### config.mk
export PLATFORM = sky130hd
export DESIGN_NAME = tsnw_ctrl
export DESIGN_NICKNAME = d
export VERILOG_FILES = /design/src/hw/rtl/tsnw_pkg.sv /design/src/hw/rtl/tsnw_ctrl.sv
export SDC_FILE = /design/constraint.sdc
export NUM_CORES = 1
export LEC_CHECK = 0
export BUFFER_PORTS_ARGS = -buffer_cell sky130_fd_sc_hd__buf_2
export CAP_MARGIN = 20
export CORE_AREA = 4 4 41 43
export CTS_BUF_LIST = sky130_fd_sc_hd__clkbuf_16
export CTS_CLUSTER_SIZE = 20
export DETAILED_ROUTE_END_ITERATION = 8
export DIE_AREA = 0 0 45 47
export GPL_TIMING_DRIVEN = 0
export PLACE_DENSITY = 0.36
export SKIP_CTS_REPAIR_TIMING = 1
export SLEW_MARGIN = 0
export SYNTH_ARGS = -nofsm -noshare
export SYNTH_HDL_FRONTEND = slang
export SYNTH_SLANG_ARGS = --single-unit
### constraint.sdc
create_clock -name clk -period 3.3 [get_ports clk]
set_clock_uncertainty 0.05 [all_clocks]
set_input_delay 0.825 -clock clk [delete_from_list [all_inputs] [get_ports clk]]
set_output_delay 0.825 -clock clk [all_outputs]
set_load 0.05 [all_outputs]
### src/hw/rtl/tsnw_pkg.sv
// Shared types, constants and coordinate functions of the texture sampler.
// Used by the controller, the datapath and the top level; depends on nothing.
`default_nettype none
package tsnw_pkg;

	localparam int TEXEL_WORDS = 65536;
	localparam int TEXEL_AW    = 16;
	localparam int TEXEL_DW    = 32;
	localparam int MAX_SIDE    = 256;
	localparam int SIDE_W      = 9;
	localparam int COORD_W     = 17;
	localparam int TEXCRD_W    = 8;
	localparam int PADDR_W     = 3;

	localparam logic [COORD_W-1:0] FIX_ONE  = 17'h10000;
	localparam logic [24:0]        FIX_HALF = 25'h0008000;

	localparam logic CMD_WRITE  = 1'b0;
	localparam logic CMD_SAMPLE = 1'b1;

	localparam logic REG_TEX_WIDTH  = 1'b0;
	localparam logic REG_TEX_HEIGHT = 1'b1;

	typedef enum logic [4:0] {
		ST_IDLE  = 5'b00001,
		ST_WRITE = 5'b00010,
		ST_SCALE = 5'b00100,
		ST_FETCH = 5'b01000,
		ST_OUT   = 5'b10000
	} state_t;

	typedef struct packed {
		logic capture;
		logic wr_en;
		logic scale_en;
		logic rd_en;
	} dp_cmd_t;

	typedef struct packed {
		logic             we;
		logic             sel;
		logic [SIDE_W-1:0] data;
	} cfg_wr_t;

	// Wraps a signed Q15.16 coordinate into the range 0 to 1 inclusive.
	function automatic logic [COORD_W-1:0] wrap_coord(input logic [31:0] raw);
		logic [31:0] neg_raw;
		logic [COORD_W-1:0] res;
		neg_raw = 32'd0 - raw;
		if (raw[31]) begin
			res = FIX_ONE - {1'b0, neg_raw[15:0]};
		end else if (raw > {15'd0, FIX_ONE}) begin
			res = {1'b0, raw[15:0]};
		end else begin
			res = raw[COORD_W-1:0];
		end
		return res;
	endfunction

	// Clamps a side register to the range 1 to MAX_SIDE.
	function automatic logic [SIDE_W-1:0] eff_side(input logic [SIDE_W-1:0] side);
		logic [SIDE_W-1:0] res;
		if (side == '0) begin
			res = SIDE_W'(1);
		end else if (side > SIDE_W'(MAX_SIDE)) begin
			res = SIDE_W'(MAX_SIDE);
		end else begin
			res = side;
		end
		return res;
	endfunction

endpackage
`default_nettype wire

### src/hw/rtl/tsnw_ctrl.sv
// Controller state machine of the texture sampler.
// Drives the datapath commands; depends on tsnw_pkg.
`default_nettype none
module tsnw_ctrl (
	input  wire logic             clk,
	input  wire logic             arst_n,
	input  wire logic             start,
	input  wire logic             cmd,
	output logic                  busy,
	output logic                  done,
	output tsnw_pkg::dp_cmd_t     dp_cmd
);

	tsnw_pkg::state_t state_q;
	tsnw_pkg::state_t state_d;
	logic accept;

	assign accept = start && (state_q == tsnw_pkg::ST_IDLE);

	always_comb begin
		state_d = state_q;
		case (state_q)
			tsnw_pkg::ST_IDLE: begin
				if (accept) begin
					state_d = (cmd == tsnw_pkg::CMD_SAMPLE) ? tsnw_pkg::ST_SCALE
					                                        : tsnw_pkg::ST_WRITE;
				end
			end
			tsnw_pkg::ST_WRITE: state_d = tsnw_pkg::ST_IDLE;
			tsnw_pkg::ST_SCALE: state_d = tsnw_pkg::ST_FETCH;
			tsnw_pkg::ST_FETCH: state_d = tsnw_pkg::ST_OUT;
			tsnw_pkg::ST_OUT:   state_d = tsnw_pkg::ST_IDLE;
			default:            state_d = tsnw_pkg::ST_IDLE;
		endcase
	end

	always_ff @(posedge clk or negedge arst_n) begin
		if (!arst_n) begin
			state_q <= tsnw_pkg::ST_IDLE;
		end else begin
			state_q <= state_d;
		end
	end

	assign busy             = (state_q != tsnw_pkg::ST_IDLE);
	assign done             = (state_q == tsnw_pkg::ST_OUT);
	assign dp_cmd.capture   = accept;
	assign dp_cmd.wr_en     = (state_q == tsnw_pkg::ST_WRITE);
	assign dp_cmd.scale_en  = (state_q == tsnw_pkg::ST_SCALE);
	assign dp_cmd.rd_en     = (state_q == tsnw_pkg::ST_FETCH);

`ifndef SYNTHESIS
	a_scale_to_fetch: assert property (@(posedge clk) disable iff (!arst_n)
		dp_cmd.scale_en |=> dp_cmd.rd_en)
		else $error("Scale step not followed by the memory fetch.");
	a_fetch_to_done: assert property (@(posedge clk) disable iff (!arst_n)
		dp_cmd.rd_en |=> done)
		else $error("Memory fetch not followed by the result strobe.");
	a_no_mem_clash: assert property (@(posedge clk) disable iff (!arst_n)
		!(dp_cmd.wr_en && dp_cmd.rd_en))
		else $error("Memory written and read in the same cycle.");
`endif

endmodule
`default_nettype wire

==> results.ini, run 1 <==
[outcome]
status=finished, final reports clean

[job]
max_cap_violations=0

[synthesis]
synth_seq_area_share_pct=46.5
synth_top_area_share_pct=36.9
yosysWarnings=0
yosys_register_bits=5
syn_nets=27
synth_area_leaders=dfrtp_1 37%, nor3b_1 14%, dfstp_2 9.7%
postSynthAreaPerCell_sq_um=11.8
synthDistinctLibCells=14
syn_inst=23
synth_top_cell_by_area=dfrtp_1
netlist_area_sq_um=272

[power]
p_seq_share_pct=22.9
p_total_w=0.000374
leakage_nw=0.208
p_switching_w=0.000109
p_int_w=0.000265
power_density_nw_per_um2=902
comb_power_share_pct=26.0
power_frac_clock_pct=51.1
vdd_drop_max_uv=318
p_sw_share_pct=29.2

[finish]
top_regs=state_q (5)
fin_nets=41
largest_reg_flops=5
n_antenna_cell=0
drive_above_1_share_pct=50.0
regMostFlops=state_q
layout.cells.most_common_list=9 x buf_2, 5 x nor3b_1, 4 x dfrtp_1
mostFrequentLayoutCell=buf_2
fin_area_sq_um=414
syn_to_final_growth_pct=52.5

[sta]
rsz0062_at_grt=false
worst_pin_slew_ns=0.398
finalCriticalPeriod_ns=2.50
fmax_ghz=0.400
finalHoldViolations=0
setup_tns_ns=0
max-slew-margin-rel_pct=73.2
setup_viol=0
slew_viol_final=0
finalCritPeriodShare_pct=75.8
fin_ws_ns=0.797

[global_routing]
grt.total_usage_pct=6.04
antenna_found_initial=0
grt_max_degree=7
grt_pass1_wl_um=903
overflow=0
grt_pass1_vias=214

[clock_tree]
cts_buffers=3
cts_tree=done
clk_latency_ns=0.22
cts_root_buffer=clkbuf_16
htree_levels=1
cts_buffer_depth=2
clock_sinks=5
cts.clk_slew.worst_paths_ns=0.03

[floorplanning]
dieWidth_um=45
fp.coreArea_sq_um=1300
num_io_pins=10
fp-row-count=13
dieArea_sq_um=2120
chipHeight_um=47
start_util_pct=20.9

[detailed_routing]
drt_iter0_drc=2
drtPass1Iterations=2
wl_per_cell_um=11.6
wl_um=591
num_vias=224
vias_per_cell=4.39
drc=0
antenna_left=0

[worst_setup_path]
cp.required_ns=2.42
crit_buf_inv=2
startpoint=state_q[4]$_DFFE_PN0P_
path_cells=nor4_2 > and2_1 > buf_4 > buf_2
setup.worst_path.class=reg -> out
cp_slowest_cell=nor4_2
r2r-start=state_q[2]$_DFFE_PN0P_
endpoint_kind=output port
worstSetupStartpointType=flop
worst-path-max-fanout=6
worst_path_largest_cell_delay_ns=0.45
cp_top_family=simple AND/OR/NAND/NOR gates
cp.arrival_ns=1.63

[place]
io_buffers=9
dp_hpwl_um=460
gp_congestion=0.648
dpl_cell_area_sq_um=335
post-place-ws_ns=0.854

[hold_path]
min_path_type=in -> async

## cell families (layout without fill, tap and decap cells)
logic type             count (synthesis)  after routing  share of synthesized area (%)
AND/OR/NAND/NOR                       15             15                           44.7
AO/OA/AOI/OAI                          1              1                           2.77
buffers and inverters                  1             14                           2.77
XOR/XNOR                               1              1                           3.23
flip-flops                             5              5                           46.5
## layout make-up
| class | instances | area [sq um] |
|---|---|---|
| Fill cell | 137 | 887 |
| Multi-Input combinational cell | 17 | 138 |
| Sequential cell | 5 | 126 |
| Clock buffer | 3 | 75.1 |
| Timing Repair Buffer | 9 | 45.0 |
| Tap cell | 15 | 18.8 |
| Buffer | 1 | 7.51 |
| Clock inverter | 1 | 3.75 |
## layer usage
| layer | global-route usage (%) | vias to the layer above | wire length (um) |
|---|---|---|---|
| met4 | 1.75 | 0 | 0 |
| met5 | 0 | - | 0 |
| met3 | 3.45 | 0 | 46 |
| met1 | 6.93 | 107 | 269 |
| li1 | - | 111 | - |
| met2 | 9.60 | 6 | 275 |
## worst register-to-register path, cell delays in order (launching register included)
cell and delay [ns]:
dfrtp_1 0.45, or3_4 0.43, nor3b_1 0.21
## final timing paths
kind	end	slack (ns)	cells after the start
worst max-delay path	dp_cmd[3]	0.80	4
worst min-delay path	state_q[3]$_DFFE_PN0P_	0.36	1
worst max register to register	state_q[4]$_DFFE_PN0P_	2.07	2
worst min register to register	state_q[4]$_DFFE_PN0P_	0.51	1
max in group asynchronous	state_q[0]$_DFFE_PN1P_	2.63	1
min in group clk	state_q[4]$_DFFE_PN0P_	0.51	1
## cells in the mapped netlist
master and number:
nor3b_1 5, dfrtp_1 4, and2_1 2, or3_4 2, a22oi_1 1, and3_1 1, and3b_1 1, buf_4 1
dfstp_2 1, nand2_1 1, nor3_1 1, nor3b_2 1, nor4_2 1, xor2_1 1
## through the flow
step	instances	hold slack, ns	util, %
global route	51	0.366	31.8
floorplan	23	0.447	-
detailed placement	47	0.498	25.8
global placement	47	0.492	25.8
finish	51	0.361	31.8
CTS	51	0.360	31.8
## power groups by stage
| stage | sequential [W] | clock, W | combinational [W] |
|---|---|---|---|
| after detailed placement | 0.0000862 | 0 | 0.0000981 |
| after global placement | 0.0000861 | 0 | 0.0000972 |
| final | 0.0000855 | 0.000191 | 0.0000970 |
| after floorplan | 0.0000827 | 0 | 0.0000801 |
| after CTS | 0.0000856 | 0.000196 | 0.0000983 |
| after global routing | 0.0000871 | 0.000202 | 0.000102 |
Power figures use the tool's default switching activity.
==> inputs of run 2 (changes only) <==
==> constraint.sdc (replaced) <==
create_clock -name clk -period 2.5 [get_ports clk]
set_clock_uncertainty 0.05 [all_clocks]
set_input_delay 0.625 -clock clk [delete_from_list [all_inputs] [get_ports clk]]
set_output_delay 0.625 -clock clk [all_outputs]
set_load 0.05 [all_outputs]
==> run 2 against run 1 <==
  * Via count is 2.7% lower
  * Global-route usage is 0.65 points higher
  * Combinational power is 35% higher
  * Cell count stayed put
  * Sequential cell count stayed put
  * Utilization is 1.2 points higher
  * Cell area is 3.6% higher
  * Worst setup slack worse by 0.60 ns
  * Hold slack worse by 0.21 ns
  * Total power is 34% higher
  * Largest cell class unchanged
  * Highest routed layer is now met4
==> results.ini, run 2 (same netlist as run 1, synthesis figures left out) <==
[worst_setup_path]
r2r-start=state_q[4]$_DFFE_PN0P_
cp.arrival_ns=1.63
cp.required_ns=1.82
startpoint=state_q[4]$_DFFE_PN0P_
endpoint_kind=output port
worst-path-max-fanout=6
setup.worst_path.class=reg -> out
worstSetupStartpointType=flop

[detailed_routing]
drt_iter0_drc=3
antenna_left=0
drtPass1Iterations=2
vias_per_cell=4.27
wl_per_cell_um=10.7
wl_um=548
num_vias=218
drc=0

[sta]
slew_viol_final=0
setup_tns_ns=0
finalHoldViolations=0
setup_viol=0
finalCriticalPeriod_ns=2.30
finalCritPeriodShare_pct=92.1
max-slew-margin-rel_pct=73.2
fin_ws_ns=0.198
worst_pin_slew_ns=0.399
fmax_ghz=0.434
rsz0062_at_grt=false

[clock_tree]
cts_buffers=3
cts_tree=done
cts_root_buffer=clkbuf_16
cts.clk_slew.worst_paths_ns=0.03
clk_latency_ns=0.22
clock_sinks=5
cts_buffer_depth=2
htree_levels=1

[place]
gp_congestion=0.616
post-place-ws_ns=0.416
dp_hpwl_um=447
io_buffers=9

[power]
power_density_nw_per_um2=1160
leakage_nw=0.211
p_seq_share_pct=22.6
p_switching_w=0.000149
power_frac_clock_pct=51.2
p_total_w=0.000500
vdd_drop_max_uv=541
comb_power_share_pct=26.2
p_int_w=0.000350
p_sw_share_pct=29.9

[finish]
layout.cells.most_common_list=9 x buf_2, 4 x nor3b_2, 4 x dfrtp_1
syn_to_final_growth_pct=58.1
top_regs=state_q (5)
regMostFlops=state_q
drive_above_1_share_pct=58.3
n_antenna_cell=0
fin_util_pct=33.0
largest_reg_flops=5
fin_nets=41
mostFrequentLayoutCell=buf_2

[outcome]
status=finished, final reports clean

[floorplanning]
fp-row-count=13
start_util_pct=20.9
fp.coreArea_sq_um=1300
dieArea_sq_um=2120
chipHeight_um=47
dieWidth_um=45
num_io_pins=10

[global_routing]
grt.total_usage_pct=6.68
grt_pass1_wl_um=938
antenna_found_initial=0
grt_pass1_vias=230
grt_max_degree=7
overflow=0

[job]
max_cap_violations=0

[hold_path]
min_path_type=in -> async

run 2: power groups by stage:
| stage | clock network (W) | logic [W] | registers (W) |
|---|---|---|---|
| after floorplan | 0 | 0.000109 | 0.000110 |
| final | 0.000256 | 0.000131 | 0.000113 |
| after global routing | 0.000267 | 0.000142 | 0.000117 |
| after CTS | 0.000260 | 0.000134 | 0.000113 |
| after global placement | 0 | 0.000132 | 0.000114 |
| after detailed placement | 0 | 0.000134 | 0.000114 |
run 2: stage by stage:
| stage | hold WS (ns) | instance area (sq um) | std cells |
|---|---|---|---|
| final | 0.153 | 429 | 51 |
| after global routing | 0.159 | 429 | 51 |
| after detailed placement | 0.390 | 350 | 47 |
| after CTS | 0.153 | 429 | 51 |
| after global placement | 0.389 | 350 | 47 |
| after floorplan | 0.279 | 287 | 23 |
run 2: layer usage:
layer  global-route usage [%]  vias up  share of wire [%]
met4                     8.77        0                2.6
met2                     7.91        7                 44
li1                         -      108                  -
met3                     2.30        2                5.7
met1                     8.12      101                 47
met5                        0        -                  0
run 2: final timing paths:
path / depth (start not counted) / slack, ns / end
setup / recovery: 4 / 0.20 / dp_cmd[3]
hold / removal: 1 / 0.15 / state_q[2]$_DFFE_PN0P_
setup reg to reg: 2 / 1.28 / state_q[1]$_DFFE_PN0P_
hold reg to reg: 1 / 0.51 / state_q[4]$_DFFE_PN0P_
max in group asynchronous: 1 / 2.04 / state_q[0]$_DFFE_PN1P_
min in group clk: 1 / 0.51 / state_q[4]$_DFFE_PN0P_
run 2: critical path, cell delays in order (launching register included):
cell     delay (ns)
dfrtp_1        0.43
nor4_2         0.45
and2_1         0.19
buf_4          0.09
buf_2          0.24
run 2: final cells by class:
class,instances,area [sq um]
fillers,136,872
multi-input cells,17,153
flip-flops and latches,5,126
clock buffers,3,75.1
repair buffers,9,45.0
well taps,15,18.8
plain buffers,1,7.51
clock inverters,1,3.75
